[src/hdl/rfp_pkg.sv]
// ============================================================================
// rfp_pkg
// Types, codes and the CRC-32 byte step shared by the request frame parser.
// ============================================================================
package rfp_pkg;

    localparam int APB_ADDR_W = 4;

    // register indexes (paddr[3:2])
    localparam logic [1:0] REG_TIMEOUT  = 2'd0;
    localparam logic [1:0] REG_VERSION  = 2'd1;
    localparam logic [1:0] REG_MSG_TYPE = 2'd2;

    localparam logic [15:0] TIMEOUT_RST  = 16'd100;
    localparam logic [7:0]  VERSION_RST  = 8'h01;
    localparam logic [7:0]  MSG_TYPE_RST = 8'h20;

    localparam logic [7:0] SOF0_BYTE = 8'hA5;
    localparam logic [7:0] SOF1_BYTE = 8'h5A;
    localparam logic [7:0] EOF0_BYTE = 8'h0D;
    localparam logic [7:0] EOF1_BYTE = 8'h0A;

    localparam logic [31:0] CRC_POLY = 32'hEDB88320;
    localparam logic [31:0] CRC_INIT = 32'hFFFFFFFF;

    localparam logic REQ_BYTE  = 1'b0;
    localparam logic REQ_CHECK = 1'b1;

    localparam logic [3:0] ST_NONE    = 4'd0;
    localparam logic [3:0] ST_PENDING = 4'd1;
    localparam logic [3:0] ST_OK      = 4'd2;
    localparam logic [3:0] ST_TIMEOUT = 4'd3;
    localparam logic [3:0] ST_VERSION = 4'd4;
    localparam logic [3:0] ST_TYPE    = 4'd5;
    localparam logic [3:0] ST_LENGTH  = 4'd6;
    localparam logic [3:0] ST_EOF     = 4'd7;
    localparam logic [3:0] ST_CRC     = 4'd8;

    typedef enum logic [13:0] {
        PH_IDLE   = 14'b00000000000001,
        PH_SOF1   = 14'b00000000000010,
        PH_VER    = 14'b00000000000100,
        PH_TYPE   = 14'b00000000001000,
        PH_SEQ_LO = 14'b00000000010000,
        PH_SEQ_HI = 14'b00000000100000,
        PH_LEN_LO = 14'b00000001000000,
        PH_LEN_HI = 14'b00000010000000,
        PH_CRC0   = 14'b00000100000000,
        PH_CRC1   = 14'b00001000000000,
        PH_CRC2   = 14'b00010000000000,
        PH_CRC3   = 14'b00100000000000,
        PH_EOF0   = 14'b01000000000000,
        PH_EOF1   = 14'b10000000000000
    } phase_t;

    typedef struct packed {
        logic        req_type;
        logic [7:0]  data_byte;
        logic [31:0] now_ms;
    } in_item_t;

    typedef struct packed {
        logic [3:0]  status;
        logic [15:0] seq_out;
        logic        frame_busy;
    } out_item_t;

    typedef struct packed {
        logic [15:0] timeout_ms;
        logic [7:0]  expected_version;
        logic [7:0]  expected_msg_type;
    } cfg_t;

    // reflected CRC-32, one byte
    function automatic logic [31:0] crc32_byte(input logic [31:0] crc_in,
                                               input logic [7:0]  b);
        logic [31:0] c;
        c = crc_in ^ {24'd0, b};
        for (int i = 0; i < 8; i++) begin
            if (c[0]) begin
                c = (c >> 1) ^ CRC_POLY;
            end else begin
                c = c >> 1;
            end
        end
        return c;
    endfunction

endpackage

[src/hdl/rfp_cfg_regs.sv]
// ============================================================================
// rfp_cfg_regs
// APB register file: timeout and expected version / message type.
// ============================================================================
module rfp_cfg_regs (
    input  logic                            aclk,
    input  logic                            aresetn,
    input  logic                            psel,
    input  logic                            penable,
    input  logic                            pwrite,
    input  logic [rfp_pkg::APB_ADDR_W-1:0]  paddr,
    input  logic [31:0]                     pwdata,
    output logic [31:0]                     prdata,
    output logic                            pready,
    output rfp_pkg::cfg_t                   cfg
);
    import rfp_pkg::*;

    cfg_t       cfg_reg;
    logic       wr_en;
    logic [1:0] reg_idx;

    assign pready  = 1'b1;
    assign reg_idx = paddr[3:2];
    assign wr_en   = psel & penable & pwrite;

    always_ff @(posedge aclk) begin
        if (!aresetn) begin
            cfg_reg.timeout_ms        <= TIMEOUT_RST;
            cfg_reg.expected_version  <= VERSION_RST;
            cfg_reg.expected_msg_type <= MSG_TYPE_RST;
        end else if (wr_en) begin
            case (reg_idx)
                REG_TIMEOUT:  cfg_reg.timeout_ms        <= pwdata[15:0];
                REG_VERSION:  cfg_reg.expected_version  <= pwdata[7:0];
                REG_MSG_TYPE: cfg_reg.expected_msg_type <= pwdata[7:0];
                default: ;
            endcase
        end
    end

    always_comb begin
        case (reg_idx)
            REG_TIMEOUT:  prdata = {16'd0, cfg_reg.timeout_ms};
            REG_VERSION:  prdata = {24'd0, cfg_reg.expected_version};
            REG_MSG_TYPE: prdata = {24'd0, cfg_reg.expected_msg_type};
            default:      prdata = '0;
        endcase
    end

    assign cfg = cfg_reg;

endmodule

[src/hdl/rfp_parser.sv]
// ============================================================================
// rfp_parser
// Frame state, CRC accumulator and per-item next-state / result logic.
// ============================================================================
module rfp_parser (
    input  logic              aclk,
    input  logic              aresetn,
    input  logic              step,
    input  rfp_pkg::in_item_t item,
    input  rfp_pkg::cfg_t     cfg,
    output rfp_pkg::out_item_t result
);
    import rfp_pkg::*;

    phase_t      phase_reg,   phase_next;
    logic [15:0] seq_reg,     seq_next;
    logic [15:0] len_reg,     len_next;
    logic [31:0] crc_run_reg, crc_run_next;
    logic [31:0] crc_rx_reg,  crc_rx_next;
    logic [31:0] last_reg,    last_next;
    logic        active_reg,  active_next;

    logic [7:0]  b;
    logic [31:0] gap;
    logic        expired;
    logic [31:0] crc_upd;
    logic [15:0] len_full;
    logic        restart, clear, acc;
    phase_t      acc_phase;
    logic [3:0]  status;
    logic [15:0] seq_done;

    assign b        = item.data_byte;
    assign gap      = item.now_ms - last_reg;
    assign expired  = gap >= {16'd0, cfg.timeout_ms};
    assign crc_upd  = crc32_byte(crc_run_reg, b);
    assign len_full = {b, len_reg[7:0]};

    always_comb begin
        phase_next   = phase_reg;
        seq_next     = seq_reg;
        len_next     = len_reg;
        crc_run_next = crc_run_reg;
        crc_rx_next  = crc_rx_reg;
        last_next    = last_reg;
        active_next  = active_reg;
        restart      = 1'b0;
        clear        = 1'b0;
        acc          = 1'b0;
        acc_phase    = phase_reg;
        status       = ST_NONE;
        seq_done     = '0;

        if (item.req_type == REQ_CHECK) begin
            if (!active_reg) begin
                status = ST_NONE;
            end else if (expired) begin
                clear  = 1'b1;
                status = ST_TIMEOUT;
            end else begin
                status = ST_PENDING;
            end
        end else if (active_reg && expired) begin
            restart = 1'b1;
            status  = ST_TIMEOUT;
        end else begin
            case (phase_reg)
                PH_IDLE: begin
                    if (b == SOF0_BYTE) begin
                        restart = 1'b1;
                        status  = ST_PENDING;
                    end
                end
                PH_SOF1: begin
                    if (b == SOF1_BYTE) begin
                        crc_run_next = CRC_INIT;
                        acc          = 1'b1;
                        acc_phase    = PH_VER;
                        status       = ST_PENDING;
                    end else begin
                        restart = 1'b1;
                        status  = (b == SOF0_BYTE) ? ST_PENDING : ST_NONE;
                    end
                end
                PH_VER: begin
                    if (b != cfg.expected_version) begin
                        restart = 1'b1;
                        status  = ST_VERSION;
                    end else begin
                        crc_run_next = crc_upd;
                        acc          = 1'b1;
                        acc_phase    = PH_TYPE;
                        status       = ST_PENDING;
                    end
                end
                PH_TYPE: begin
                    if (b != cfg.expected_msg_type) begin
                        restart = 1'b1;
                        status  = ST_TYPE;
                    end else begin
                        crc_run_next = crc_upd;
                        acc          = 1'b1;
                        acc_phase    = PH_SEQ_LO;
                        status       = ST_PENDING;
                    end
                end
                PH_SEQ_LO: begin
                    seq_next     = {8'd0, b};
                    crc_run_next = crc_upd;
                    acc          = 1'b1;
                    acc_phase    = PH_SEQ_HI;
                    status       = ST_PENDING;
                end
                PH_SEQ_HI: begin
                    seq_next     = {b, seq_reg[7:0]};
                    crc_run_next = crc_upd;
                    acc          = 1'b1;
                    acc_phase    = PH_LEN_LO;
                    status       = ST_PENDING;
                end
                PH_LEN_LO: begin
                    len_next     = {8'd0, b};
                    crc_run_next = crc_upd;
                    acc          = 1'b1;
                    acc_phase    = PH_LEN_HI;
                    status       = ST_PENDING;
                end
                PH_LEN_HI: begin
                    if (len_full != 16'd0) begin
                        restart = 1'b1;
                        status  = ST_LENGTH;
                    end else begin
                        len_next     = len_full;
                        crc_run_next = crc_upd;
                        acc          = 1'b1;
                        acc_phase    = PH_CRC0;
                        status       = ST_PENDING;
                    end
                end
                PH_CRC0: begin
                    crc_rx_next = {24'd0, b};
                    acc         = 1'b1;
                    acc_phase   = PH_CRC1;
                    status      = ST_PENDING;
                end
                PH_CRC1: begin
                    crc_rx_next = {16'd0, b, crc_rx_reg[7:0]};
                    acc         = 1'b1;
                    acc_phase   = PH_CRC2;
                    status      = ST_PENDING;
                end
                PH_CRC2: begin
                    crc_rx_next = {8'd0, b, crc_rx_reg[15:0]};
                    acc         = 1'b1;
                    acc_phase   = PH_CRC3;
                    status      = ST_PENDING;
                end
                PH_CRC3: begin
                    crc_rx_next = {b, crc_rx_reg[23:0]};
                    acc         = 1'b1;
                    acc_phase   = PH_EOF0;
                    status      = ST_PENDING;
                end
                PH_EOF0: begin
                    if (b != EOF0_BYTE) begin
                        restart = 1'b1;
                        status  = ST_EOF;
                    end else begin
                        acc       = 1'b1;
                        acc_phase = PH_EOF1;
                        status    = ST_PENDING;
                    end
                end
                PH_EOF1: begin
                    if (b != EOF1_BYTE) begin
                        restart = 1'b1;
                        status  = ST_EOF;
                    end else if ((crc_run_reg ^ CRC_INIT) != crc_rx_reg) begin
                        restart = 1'b1;
                        status  = ST_CRC;
                    end else begin
                        seq_done = seq_reg;
                        clear    = 1'b1;
                        status   = ST_OK;
                    end
                end
                default: begin
                    restart = 1'b1;
                    status  = ST_NONE;
                end
            endcase
        end

        if (acc) begin
            phase_next  = acc_phase;
            active_next = 1'b1;
            last_next   = item.now_ms;
        end

        if (clear || restart) begin
            phase_next   = PH_IDLE;
            seq_next     = '0;
            len_next     = '0;
            crc_run_next = '0;
            crc_rx_next  = '0;
            last_next    = '0;
            active_next  = 1'b0;
        end

        // an A5 that ends a frame attempt opens the next candidate
        if (restart && (b == SOF0_BYTE)) begin
            phase_next  = PH_SOF1;
            active_next = 1'b1;
            last_next   = item.now_ms;
        end
    end

    always_ff @(posedge aclk) begin
        if (!aresetn) begin
            phase_reg   <= PH_IDLE;
            seq_reg     <= '0;
            len_reg     <= '0;
            crc_run_reg <= '0;
            crc_rx_reg  <= '0;
            last_reg    <= '0;
            active_reg  <= 1'b0;
        end else if (step) begin
            phase_reg   <= phase_next;
            seq_reg     <= seq_next;
            len_reg     <= len_next;
            crc_run_reg <= crc_run_next;
            crc_rx_reg  <= crc_rx_next;
            last_reg    <= last_next;
            active_reg  <= active_next;
        end
    end

    assign result.status     = status;
    assign result.seq_out    = seq_done;
    assign result.frame_busy = active_next;

endmodule

[src/hdl/request_frame_parser_crc32.sv]
// ============================================================================
// request_frame_parser_crc32
// Byte-serial parser for the 14-byte request frame with CRC-32 check.
// ============================================================================
//  channel  dir  handshake        payload
//  s_       in   s_valid/s_ready  rfp_pkg::in_item_t  (req_type, data_byte, now_ms)
//  m_       out  m_valid/m_ready  rfp_pkg::out_item_t (status, seq_out, frame_busy)
//  apb      in   psel/penable     timeout_ms, expected_version, expected_msg_type
//
//  One transaction per cycle with m_ready high; m_valid comes from the result register.
//  The item register feeds the parser step; the parser updates state and the
//  result register in the same cycle.
//  Reset (aresetn low, synchronous) empties both registers and idles the parser.
//  An m_ stall holds the result; a new item lands in the item register only if empty.
// ============================================================================
module request_frame_parser_crc32 (
    input  logic                            aclk,
    input  logic                            aresetn,
    input  logic                            s_valid,
    output logic                            s_ready,
    input  rfp_pkg::in_item_t               s_data,
    output logic                            m_valid,
    input  logic                            m_ready,
    output rfp_pkg::out_item_t              m_data,
    input  logic                            psel,
    input  logic                            penable,
    input  logic                            pwrite,
    input  logic [rfp_pkg::APB_ADDR_W-1:0]  paddr,
    input  logic [31:0]                     pwdata,
    output logic [31:0]                     prdata,
    output logic                            pready
);
    import rfp_pkg::*;

    in_item_t   item_reg;
    logic       item_vld_reg;
    out_item_t  res_reg;
    logic       res_vld_reg;
    out_item_t  result;
    cfg_t       cfg;
    logic       step;
    logic       s_take;

    assign step    = item_vld_reg & (~res_vld_reg | m_ready);
    assign s_ready = ~item_vld_reg | step;
    assign s_take  = s_valid & s_ready;

    rfp_cfg_regs u_cfg (
        .aclk    (aclk),
        .aresetn (aresetn),
        .psel    (psel),
        .penable (penable),
        .pwrite  (pwrite),
        .paddr   (paddr),
        .pwdata  (pwdata),
        .prdata  (prdata),
        .pready  (pready),
        .cfg     (cfg)
    );

    rfp_parser u_parser (
        .aclk    (aclk),
        .aresetn (aresetn),
        .step    (step),
        .item    (item_reg),
        .cfg     (cfg),
        .result  (result)
    );

    always_ff @(posedge aclk) begin
        if (!aresetn) begin
            item_vld_reg <= 1'b0;
            res_vld_reg  <= 1'b0;
        end else begin
            if (s_take) begin
                item_vld_reg <= 1'b1;
            end else if (step) begin
                item_vld_reg <= 1'b0;
            end
            if (step) begin
                res_vld_reg <= 1'b1;
            end else if (m_ready) begin
                res_vld_reg <= 1'b0;
            end
        end
    end

    always_ff @(posedge aclk) begin
        if (s_take) begin
            item_reg <= s_data;
        end
        if (step) begin
            res_reg <= result;
        end
    end

    assign m_valid = res_vld_reg;
    assign m_data  = res_reg;

endmodule

[config.mk]
export PLATFORM = sky130hd
export DESIGN_NAME = request_frame_parser_crc32
export DESIGN_NICKNAME = d
export VERILOG_FILES = /design/src/hdl/rfp_pkg.sv /design/src/hdl/rfp_cfg_regs.sv /design/src/hdl/rfp_parser.sv /design/src/hdl/request_frame_parser_crc32.sv
export SDC_FILE = /design/constraint.sdc
export NUM_CORES = 1
export LEC_CHECK = 0
export ABC_AREA = 1
export BUFFER_PORTS_ARGS = -buffer_cell sky130_fd_sc_hd__buf_2
export CORE_MARGIN = 1
export CORE_UTILIZATION = 46
export DETAILED_ROUTE_END_ITERATION = 12
export MAX_ROUTING_LAYER = met4
export PLACE_DENSITY = 0.67
export SETUP_SLACK_MARGIN = 0.2
export SLEW_MARGIN = 20
export SYNTH_ARGS = -nofsm -noshare
export SYNTH_HDL_FRONTEND = slang
export SYNTH_HIERARCHICAL = 1
export SYNTH_SLANG_ARGS = --single-unit
[constraint.sdc]
create_clock -name aclk -period 8.55 [get_ports aclk]
set_clock_uncertainty 0.05 [all_clocks]
set_input_delay 1.71 -clock aclk [delete_from_list [all_inputs] [get_ports aclk]]
set_output_delay 1.71 -clock aclk [all_outputs]
set_load 0.1 [all_outputs]
* Word-level counts from Yosys, hierarchy flattened *
Index checks and enable logic that the tools add are counted.

word-level totals
  register bits after elaboration = 231
  input port bits = 84
  output and inout bits = 56
  logic and storage cells = 206

cells by class
  add/subtract/negate cells = 1
  order comparisons = 1
  equality and inequality tests = 41
  mux-type cells = 89
  bitwise gates (word level) = 19
  reductions and logical operators = 33

operator list
  kind                                                    number
  two-way mux 32 bit                                      21
  case mux 14 bit (12 select lines)                       1
  case mux 32 bit (5 select lines)                        1
  two-way mux 14 bit                                      10
  case mux 32 bit (4 select lines)                        1
  inverter 13 -> 14 bit                                   8
  two-way mux 16 bit                                      3
  case mux 16 bit (3 select lines)                        1
  >= comparator 32 x 16 -> 1 bit                          1
  two-way mux 1 bit                                       32
  inequality test 32 bit                                  1
  inverter 32 bit                                         1
  case mux 16 bit (2 select lines)                        1
  case mux 4 bit (8 select lines)                         1
  subtractor 32 bit                                       1
  bitwise XOR 32 x 8 -> 32 bit                            1
  two-way mux 4 bit                                       6
  two-way mux 8 bit                                       3
  inequality test 4 bit (second input constant)           4
  inequality test 8 x 4 -> 1 bit (second input constant)  2
  inequality test 8 bit                                   2
  case mux 8 bit (2 select lines)                         1
  nonzero test 16 bit                                     1
  AND reduction 5 bit                                     3
  48 further kinds                                        77

* Depth between registers and ports, before layout *
Gate-level depths: netlist (run 1).

  depth in word-level cells = 22
  mapped depth = 32
  depth with buffers taken out = 31

* Modules after synthesis *
The synthesis (run 1) kept the hierarchy.

by module, submodules not included
  module                      instances  cells an instance  area an instance (um^2)  sequential area each (um^2)
  rfp_parser                  1          1900               11494.8                  2702.6
  request_frame_parser_crc32  1          75                 1956.9                   1901.8
  rfp_cfg_regs                1          264                1734.2                   640.6

* Worst setup path after synthesis (run 1) *
No wires, ideal clock.

  path type = input -> output
  from = in paddr[3] (netlist bit)
  to = out prdata[10]
  arrival = 3.148 ns
  data required time = 6.790 ns
  setup slack = 3.642 ns
  cell stages on the path = 3
  buffers on the path = 0
  cell sequence = inv_2 -> nand2_4 -> nor2_1

between the ends
  longest elaborated chain between the ends = 2
  elaborated cells between the ends (all ways) = 4
  classes of those cells = eq/ne: 2; mux: 1; reduce/logical: 1

RTL lines
  element                                      line                              text
  start, declared                              request_frame_parser_crc32.sv:28  input logic [rfp_pkg::APB_ADDR_W-1:0] paddr,
  == test 2 bit, or another cell as far along  rfp_cfg_regs.sv:43                case (reg_idx)
  case mux 16 bit (3 select lines) (*)         rfp_cfg_regs.sv:43
  end, declared                                request_frame_parser_crc32.sv:30  output logic [31:0] prdata,

Mark *: on every way between the ends. The rest lies on a longest branch, timed or not.

* Worst setup path after layout (run 1) *
  from = reg item_reg[2] (netlist bit)
  to = reg u_parser.last_reg[10]

between the ends
  longest elaborated chain between the ends = 8
  elaborated cells between the ends (all ways) = 17
  classes of those cells = add/sub: 1; order compare: 1; mux: 10; reduce/logical: 5

RTL lines
  element                                                                     line                                  text
  start, declared                                                             request_frame_parser_crc32.sv:35      in_item_t item_reg;
  start signal, assigned                                                      request_frame_parser_crc32.sv:90      item_reg <= s_data;
  subtractor 32 bit (*)                                                       rfp_parser.sv:34                      assign gap = item.now_ms - last_reg;
  >= comparator 32 x 16 -> 1 bit (*)                                          rfp_parser.sv:35                      assign expired = gap >= {16'd0, cfg.timeout_ms};
  two-way mux 1 bit / logical AND 1 bit (equally long branches)               rfp_parser.sv:57, rfp_parser.sv:63
  two-way mux 1 bit (on tied branches)                                        rfp_parser.sv:55, rfp_parser.sv:63
  two-way mux 1 bit                                                           rfp_parser.sv:54                      if (item.req_type == REQ_CHECK) begin
  logical OR 1 bit / logical AND 1 bit (equally long branches)                rfp_parser.sv:200, rfp_parser.sv:211
  nonzero test 3 bit (no line) / two-way mux 32 bit (equally long branches)   --
  AND reduction 2 bit (no line) / two-way mux 32 bit (equally long branches)  --
  end signal, assigned                                                        rfp_parser.sv:233                     last_reg <= last_next;
  end, declared                                                               rfp_parser.sv:20                      logic [31:0] last_reg, last_next;

Marks and branches as above.
A chain may end at the register's enable or synchronous reset.

==> results of run 1 <==
-- cell families after synthesis --
| group | Yosys count | synth area share |
|---|---|---|
| buffers and inverters | 384 | 0.111 |
| other | 2 | 0.000495 |
| adder cells (fa/ha/maj) | 48 | 0.0400 |
| AND/OR/NAND/NOR | 1268 | 0.362 |
| XOR/XNOR | 127 | 0.0757 |
| flip-flops | 231 | 0.345 |
| AO/OA/AOI/OAI | 179 | 0.0649 |
-- metrics by stage --
step,cell area (um^2),instances,total power [uW],hold WS (ns)
2_1_floorplan,15200,2254,2140,0.395
3_3_place_gp,15800,2711,2330,0.410
3_5_place_dp,15800,2711,2350,0.421
4_1_cts,16600,2760,3460,0.429
5_1_grt,16600,2760,3660,0.447
6_report,16600,2760,3440,0.425
-- worst min path at each step --
| stage | from | endpoint | slack, ns | cells after the start |
|---|---|---|---|---|
| after global routing | u_parser/seq_reg[7]$_SDFFE_PN0P_ | u_parser/seq_reg[7]$_SDFFE_PN0P_ | 0.45 | 2 |
| after global placement | u_parser/len_reg[5]$_SDFFE_PN0P_ | u_parser/len_reg[5]$_SDFFE_PN0P_ | 0.41 | 2 |
| final | u_parser/len_reg[5]$_SDFFE_PN0P_ | u_parser/len_reg[5]$_SDFFE_PN0P_ | 0.42 | 2 |
| after CTS | u_parser/len_reg[5]$_SDFFE_PN0P_ | u_parser/len_reg[5]$_SDFFE_PN0P_ | 0.43 | 2 |
| after floorplan | u_parser/len_reg[5]$_SDFFE_PN0P_ | u_parser/len_reg[5]$_SDFFE_PN0P_ | 0.40 | 2 |
| after detailed placement | u_parser/len_reg[5]$_SDFFE_PN0P_ | u_parser/len_reg[5]$_SDFFE_PN0P_ | 0.42 | 2 |
-- worst max-delay path: cells and delay by family (launching register included) --
family / cells / cell delay (ns)
AOI/OAI and AO/OA: 2 / 0.38
DFF: 1 / 0.44
xor gates and xnor gates: 1 / 0.19
adders and majority gates: 2 / 0.74
and+or+nand+nor: 22 / 3.36
-- cells in the mapped netlist (2+ instances only) --
master | count | area [um^2]
inv_2 | 9 | 33.8
buf_2 | 30 | 150
inv_1 | 280 | 1050
nand3b_1 | 11 | 82.6
nand3_1 | 115 | 576
nand3_2 | 7 | 70.1
nor2_4 | 12 | 135
nand2_1 | 594 | 2230
nor4_1 | 12 | 75.1
nor2_2 | 25 | 156
or2_1 | 2 | 12.5
a21oi_1 | 83 | 415
a21oi_2 | 15 | 131
buf_6 | 13 | 146
nand2_4 | 5 | 56.3
nor3_2 | 4 | 40.0
nand2_8 | 2 | 40.0
xnor2_1 | 50 | 438
or2_2 | 5 | 31.3
nand2_2 | 11 | 68.8
and2_0 | 2 | 12.5
conb_1 | 2 | 7.51
nor3_1 | 10 | 50.1
edfxtp_1 | 62 | 1860
o21ai_1 | 28 | 140
buf_1 | 6 | 22.5
nor2_1 | 393 | 1480
clkbuf_1 | 17 | 63.8
buf_4 | 28 | 210
ha_1 | 47 | 588
dfxtp_1 | 169 | 3380
xnor2_2 | 4 | 65.1
o21ai_0 | 42 | 210
and2_1 | 5 | 31.3
nand4_1 | 49 | 307
xor2_1 | 72 | 631
o2111ai_1 | 5 | 43.8
o21bai_1 | 2 | 15.0
-- layout by cell type (no fill, tap or decap), types with 7 or more instances in the layout --
cell type  Yosys  routed
nand2_1      594     594
nor2_1       393     393
inv_1        280     279
dfxtp_1      169     169
nand3_1      115     115
buf_2         30     103
a21oi_1       83      82
xor2_1        72      72
edfxtp_1      62      62
xnor2_1       50      50
nand4_1       49      49
ha_1          47      47
o21ai_0       42      42
o21ai_1       28      28
clkbuf_16      0      27
nor2_2        25      25
conb_1         2      17
a21oi_2       15      16
nor2_4        12      12
nor4_1        12      12
nand2_2       11      11
nand3b_1      11      11
nor3_1        10      10
inv_2          9       9
nand3_2        7       7
buf_4         28       7
-- layout make-up --
cell class              instances  share of cell area
flip-flops and latches        231               0.316
well taps                     442              0.0333
clock buffers                  37              0.0453
repair buffers                110              0.0342
clock inverters                12             0.00595
multi-input cells            1639               0.500
inverters                     289              0.0653
-- layer usage --
metal,global-route usage,vias to the layer above
met2,0.401,373
met4,0.0900,0
met3,0.0271,81
li1,-,7086
met1,0.303,6212
met5,-,-
-- power by group through the flow --
stage / logic (uW) / registers (uW) / clock network [uW]
after global placement: 1050 / 1280 / 0
final: 1070 / 1260 / 1110
after global routing: 1210 / 1270 / 1180
after floorplan: 866 / 1280 / 0
after CTS: 1070 / 1260 / 1130
after detailed placement: 1060 / 1280 / 0
==> run metrics, run 1 <==
die area=0.0337 mm^2; routed wl met3=1.95 mm; CP startpoint kind=flop; Most used DFF post-synth=dfxtp_1; final setup TNS=0 ns; worst r2r dst=u_parser/last_reg[10]$_SDFFE_PN0P_; EDFF count, synth=62; CP Capture Type=flop; DRC errors left=0; met2 wire length=18.5 mm; worst setup path end=u_parser/last_reg[10]$_SDFFE_PN0P_; Core Rows=66; post-layout util=0.511; Initial Util=0.467; DR vias=13800; Post-CTS Hold Buffers=0; Ys Warns=6; Comb power frac=0.312; worst reg2reg path depth=27; Multi-input gate area=0.00831 mm^2; Worst VDD drop=0.160 mV; Max Cap Viol=0; Critical Path Start=item_reg[2]$_DFFE_PP_; crit path kind=flop to flop; Root Buffer=clkbuf_16; Required @ worst endpoint=8.92 ns; Reg clk slew, reported paths=0.06 ns; drt first pass iters=5; CTS tree=built; initial antenna violation count=0; area grow syn2layout=9.38%; P_int=2180 uW; min Tclk post-route=5.36 ns; PostCTS Resize Cnt=0; worst path arrival time=5.72 ns; share of cells above drive strength 1=0.110; status=completed; switching share of power=0.366; Final period util=0.627; Netlist Area Pre-Place=0.0152 mm^2; total gr overflow=0; Clk pwr share=0.322; worst reg2reg path startpoint=item_reg[2]$_DFFE_PP_; Post-Place Setup Slack=3.29 ns; Buffers on Ports=104; die height=184 um; gr usage total=0.242; number of global-route vias before repair=12800; Core Box Area=0.0325 mm^2; antenna viol nets, final=0; final wirelength=39.2 mm; sequential share of power=0.366; Reg area=0.00525 mm^2; Seq cells post-synth=231; # nets final=2430; DR WL/cell=14.2 um; Critical Path Most Common Cell=nand2_1; met1 WL=17.5 mm; final setup fails=0; number of buffers inserted by post-CTS setup repair=0; clk_lat worst skew=0.56 ns; measured slew at the worst slew-check pin=0.959 ns; crit-path max FO=47; TritonCTS Buffers=27; RePlAce Congestion=0.946; Ports=140; Seq/Total Area, Yosys=0.345; Vias/cell=4.98; Clock Path Buffers=3; top layer in use=met4; Slew Viols, Final=0; net load switching power=1260 uW; clock sink count=231; relative slew slack=0.359; cells after synthesis=2239; die width=184 um; Fin. Hold Viols=0; wire length of the first global-routing pass=63.9 mm; fillcell total=3325; critical path's largest stage delay=0.61 ns; unrepaired setup endpoints after global routing=false; synth unique cells=49; final worst slack=3.19 ns; hpwl dp=28.6 mm; Iteration-0 DRC Markers=932; diode count=0; flop2flop setup slack=3.19 ns; leakage power total=0.00791 uW; Hold WC Path Type=flop to flop; post-synthesis area per instance=6.78 um^2; Pwr Density=207 mW/mm^2; Max Freq=0.187 GHz; Post-synth ARST share=0; largest net degree at the start of global routing=82; max reg flops=41; slowest CP cell=nand2_2; H-tree depth=1
Power figures use the tool's default switching activity.
==> run 2: changes to the inputs <==
Settings changed: PLACE_DENSITY 0.67 to 0.7.
Clock period 8.55 ns to 4.7 ns, I/O delays scaled along.
==> run metrics, run 2 (same netlist as run 1, synthesis figures left out) <==
DRC errors left=0 (unchanged); post-layout util=0.525 (was 0.511); hold slack final=0.427 ns (was 0.425 ns); Clock Path Buffers=3 (unchanged); Reg area=0.00525 mm^2 (unchanged); Core Rows=66 (unchanged); leakage power total=0.00812 uW (was 0.00791 uW); gr usage total=0.243 (was 0.242); crit path kind=flop to flop (unchanged); min Tclk post-route=4.20 ns (was 5.36 ns); Final period util=0.894 (was 0.627); clock sink count=231 (unchanged); H-tree depth=1 (unchanged); Max Cap Viol=0 (unchanged); share of cells above drive strength 1=0.128 (was 0.110); Critical Path Most Common Cell=nand2_1 (unchanged); commonest non-fill, non-tap cell in the layout=nand2_1 (unchanged); TritonCTS Buffers=27 (unchanged); RePlAce Congestion=0.938 (was 0.946); worst path arrival time=4.63 ns (was 5.72 ns); unrepaired setup endpoints after global routing=true (was false); Core Box Area=0.0325 mm^2 (unchanged); Initial Util=0.467 (unchanged); Post-CTS Hold Buffers=0 (unchanged); slowest CP cell=edfxtp_1 (was nand2_2); Max Freq=0.238 GHz (was 0.187 GHz); Final Power=6510 uW (was 3440 uW); Root Buffer=clkbuf_16 (unchanged); # nets final=2452 (was 2430); Ports=140 (unchanged); final wirelength=40.9 mm (was 39.2 mm); Vias/cell=5.05 (was 4.98); final worst slack=0.499 ns (was 3.19 ns); most frequent cells in the layout=590 x nand2_1, 390 x nor2_1, 279 x inv_1 (was 594 x nand2_1, 393 x nor2_1, 279 x inv_1); drt first pass iters=6 (was 5); Slew Viols, Final=0 (unchanged); Buffers on Ports=104 (unchanged); fillcell total=3228 (was 3325); Reg clk slew, reported paths=0.06 ns (about the same); hpwl dp=29.9 mm (was 28.6 mm); Fin. Hold Viols=0 (unchanged); CP startpoint kind=flop (unchanged); Pwr Density=381 mW/mm^2 (was 207 mW/mm^2); DR vias=14000 (was 13800); Multi-input gate area=0.00850 mm^2 (was 0.00831 mm^2); largest net degree at the start of global routing=74 (was 82); relative slew slack=0.356 (was 0.359); die width=184 um (unchanged); number of global-route vias before repair=12700 (was 12800); CP Capture Type=flop (unchanged); diode count=0 (unchanged); initial antenna violation count=0 (unchanged); CTS tree=built (unchanged); clk_lat worst skew=0.55 ns (was 0.56 ns); Iteration-0 DRC Markers=1107 (was 932); critical path's largest stage delay=0.39 ns (was 0.61 ns); final setup fails=0 (unchanged); Worst VDD drop=0.295 mV (was 0.160 mV); Post-Place Setup Slack=0.205 ns (was 3.29 ns); antenna viol nets, final=0 (unchanged); max reg flops=41 (unchanged); status=completed (unchanged); Hold WC Path Type=flop to flop (unchanged); area grow syn2layout=12.5% (was 9.38%); crit-path max FO=32 (was 47); wire length of the first global-routing pass=64.1 mm (was 63.9 mm); final setup TNS=0 ns (unchanged); die height=184 um (unchanged); die area=0.0337 mm^2 (unchanged); Required @ worst endpoint=5.13 ns (was 8.92 ns); measured slew at the worst slew-check pin=0.964 ns (was 0.959 ns); total gr overflow=0 (unchanged); DR WL/cell=14.7 um (was 14.2 um)
## run 2: cell types whose count changed in the layout (fill, tap and decap cells not counted), sizes merged
cell      before  now
buf          110  130
nand2        612  613
inv          289  290
clkinvlp       3    0
bufinv         1    2
clkinv         8   11
## run 2: final timing paths
kind	start	endpoint	slack, ns	cells past startpoint
setup / recovery	item_reg[12]$_DFFE_PP_	u_parser/crc_run_reg[21]$_SDFFE_PN0P_	0.50	28
hold / removal	u_parser/seq_reg[5]$_SDFFE_PN0P_	u_parser/seq_reg[5]$_SDFFE_PN0P_	0.43	2
setup reg to reg	item_reg[12]$_DFFE_PP_	u_parser/crc_run_reg[21]$_SDFFE_PN0P_	0.50	28
hold reg to reg	u_parser/seq_reg[5]$_SDFFE_PN0P_	u_parser/seq_reg[5]$_SDFFE_PN0P_	0.43	2
## run 2: cell type report
| type | instances | area share |
|---|---|---|
| clock buffer | 36 | 0.0439 |
| inverter | 289 | 0.0640 |
| clock inverter | 14 | 0.00740 |
| sequential | 231 | 0.307 |
| timing repair buffer | 131 | 0.0474 |
| tap | 442 | 0.0324 |
| multi-input combinational | 1640 | 0.498 |
## run 2: metal layers
layer | global-route usage | part of all wire
met1 | 0.311 | 0.45
met3 | 0.0238 | 0.049
met5 | - | 0
met2 | 0.406 | 0.47
met4 | 0.0683 | 0.027
## run 2: metrics by stage
step	instance area, um^2	instances
2_1_floorplan	15200	2254
3_3_place_gp	15900	2723
3_5_place_dp	15900	2723
4_1_cts	16800	2773
5_1_grt	17100	2783
6_report	17100	2783
## run 2: report_power, final
group	leakage (uW)	total, uW	switching, uW	internal, uW
Clock	0.000441	2070	846	1230
Combinational	0.00568	2140	1420	726
Sequential	0.00199	2290	116	2180
## run 2: critical path, delay by kind of cell, from the launching register on
kind                       cells  cell delay, ns
AOI/OAI and AO/OA              4            0.56
xor gates and xnor gates       1            0.18
adders and majority gates      2            0.69
buffers and inverters          3            0.35
DFF                            1            0.39
and+or+nand+nor               18            1.88
## run 2: timing repair
action,CTS,global route
buffers inserted,0,8
gates resized for setup,1,32
setup endpoints to repair,5,152
pin swaps,0,4
gates cloned,0,2
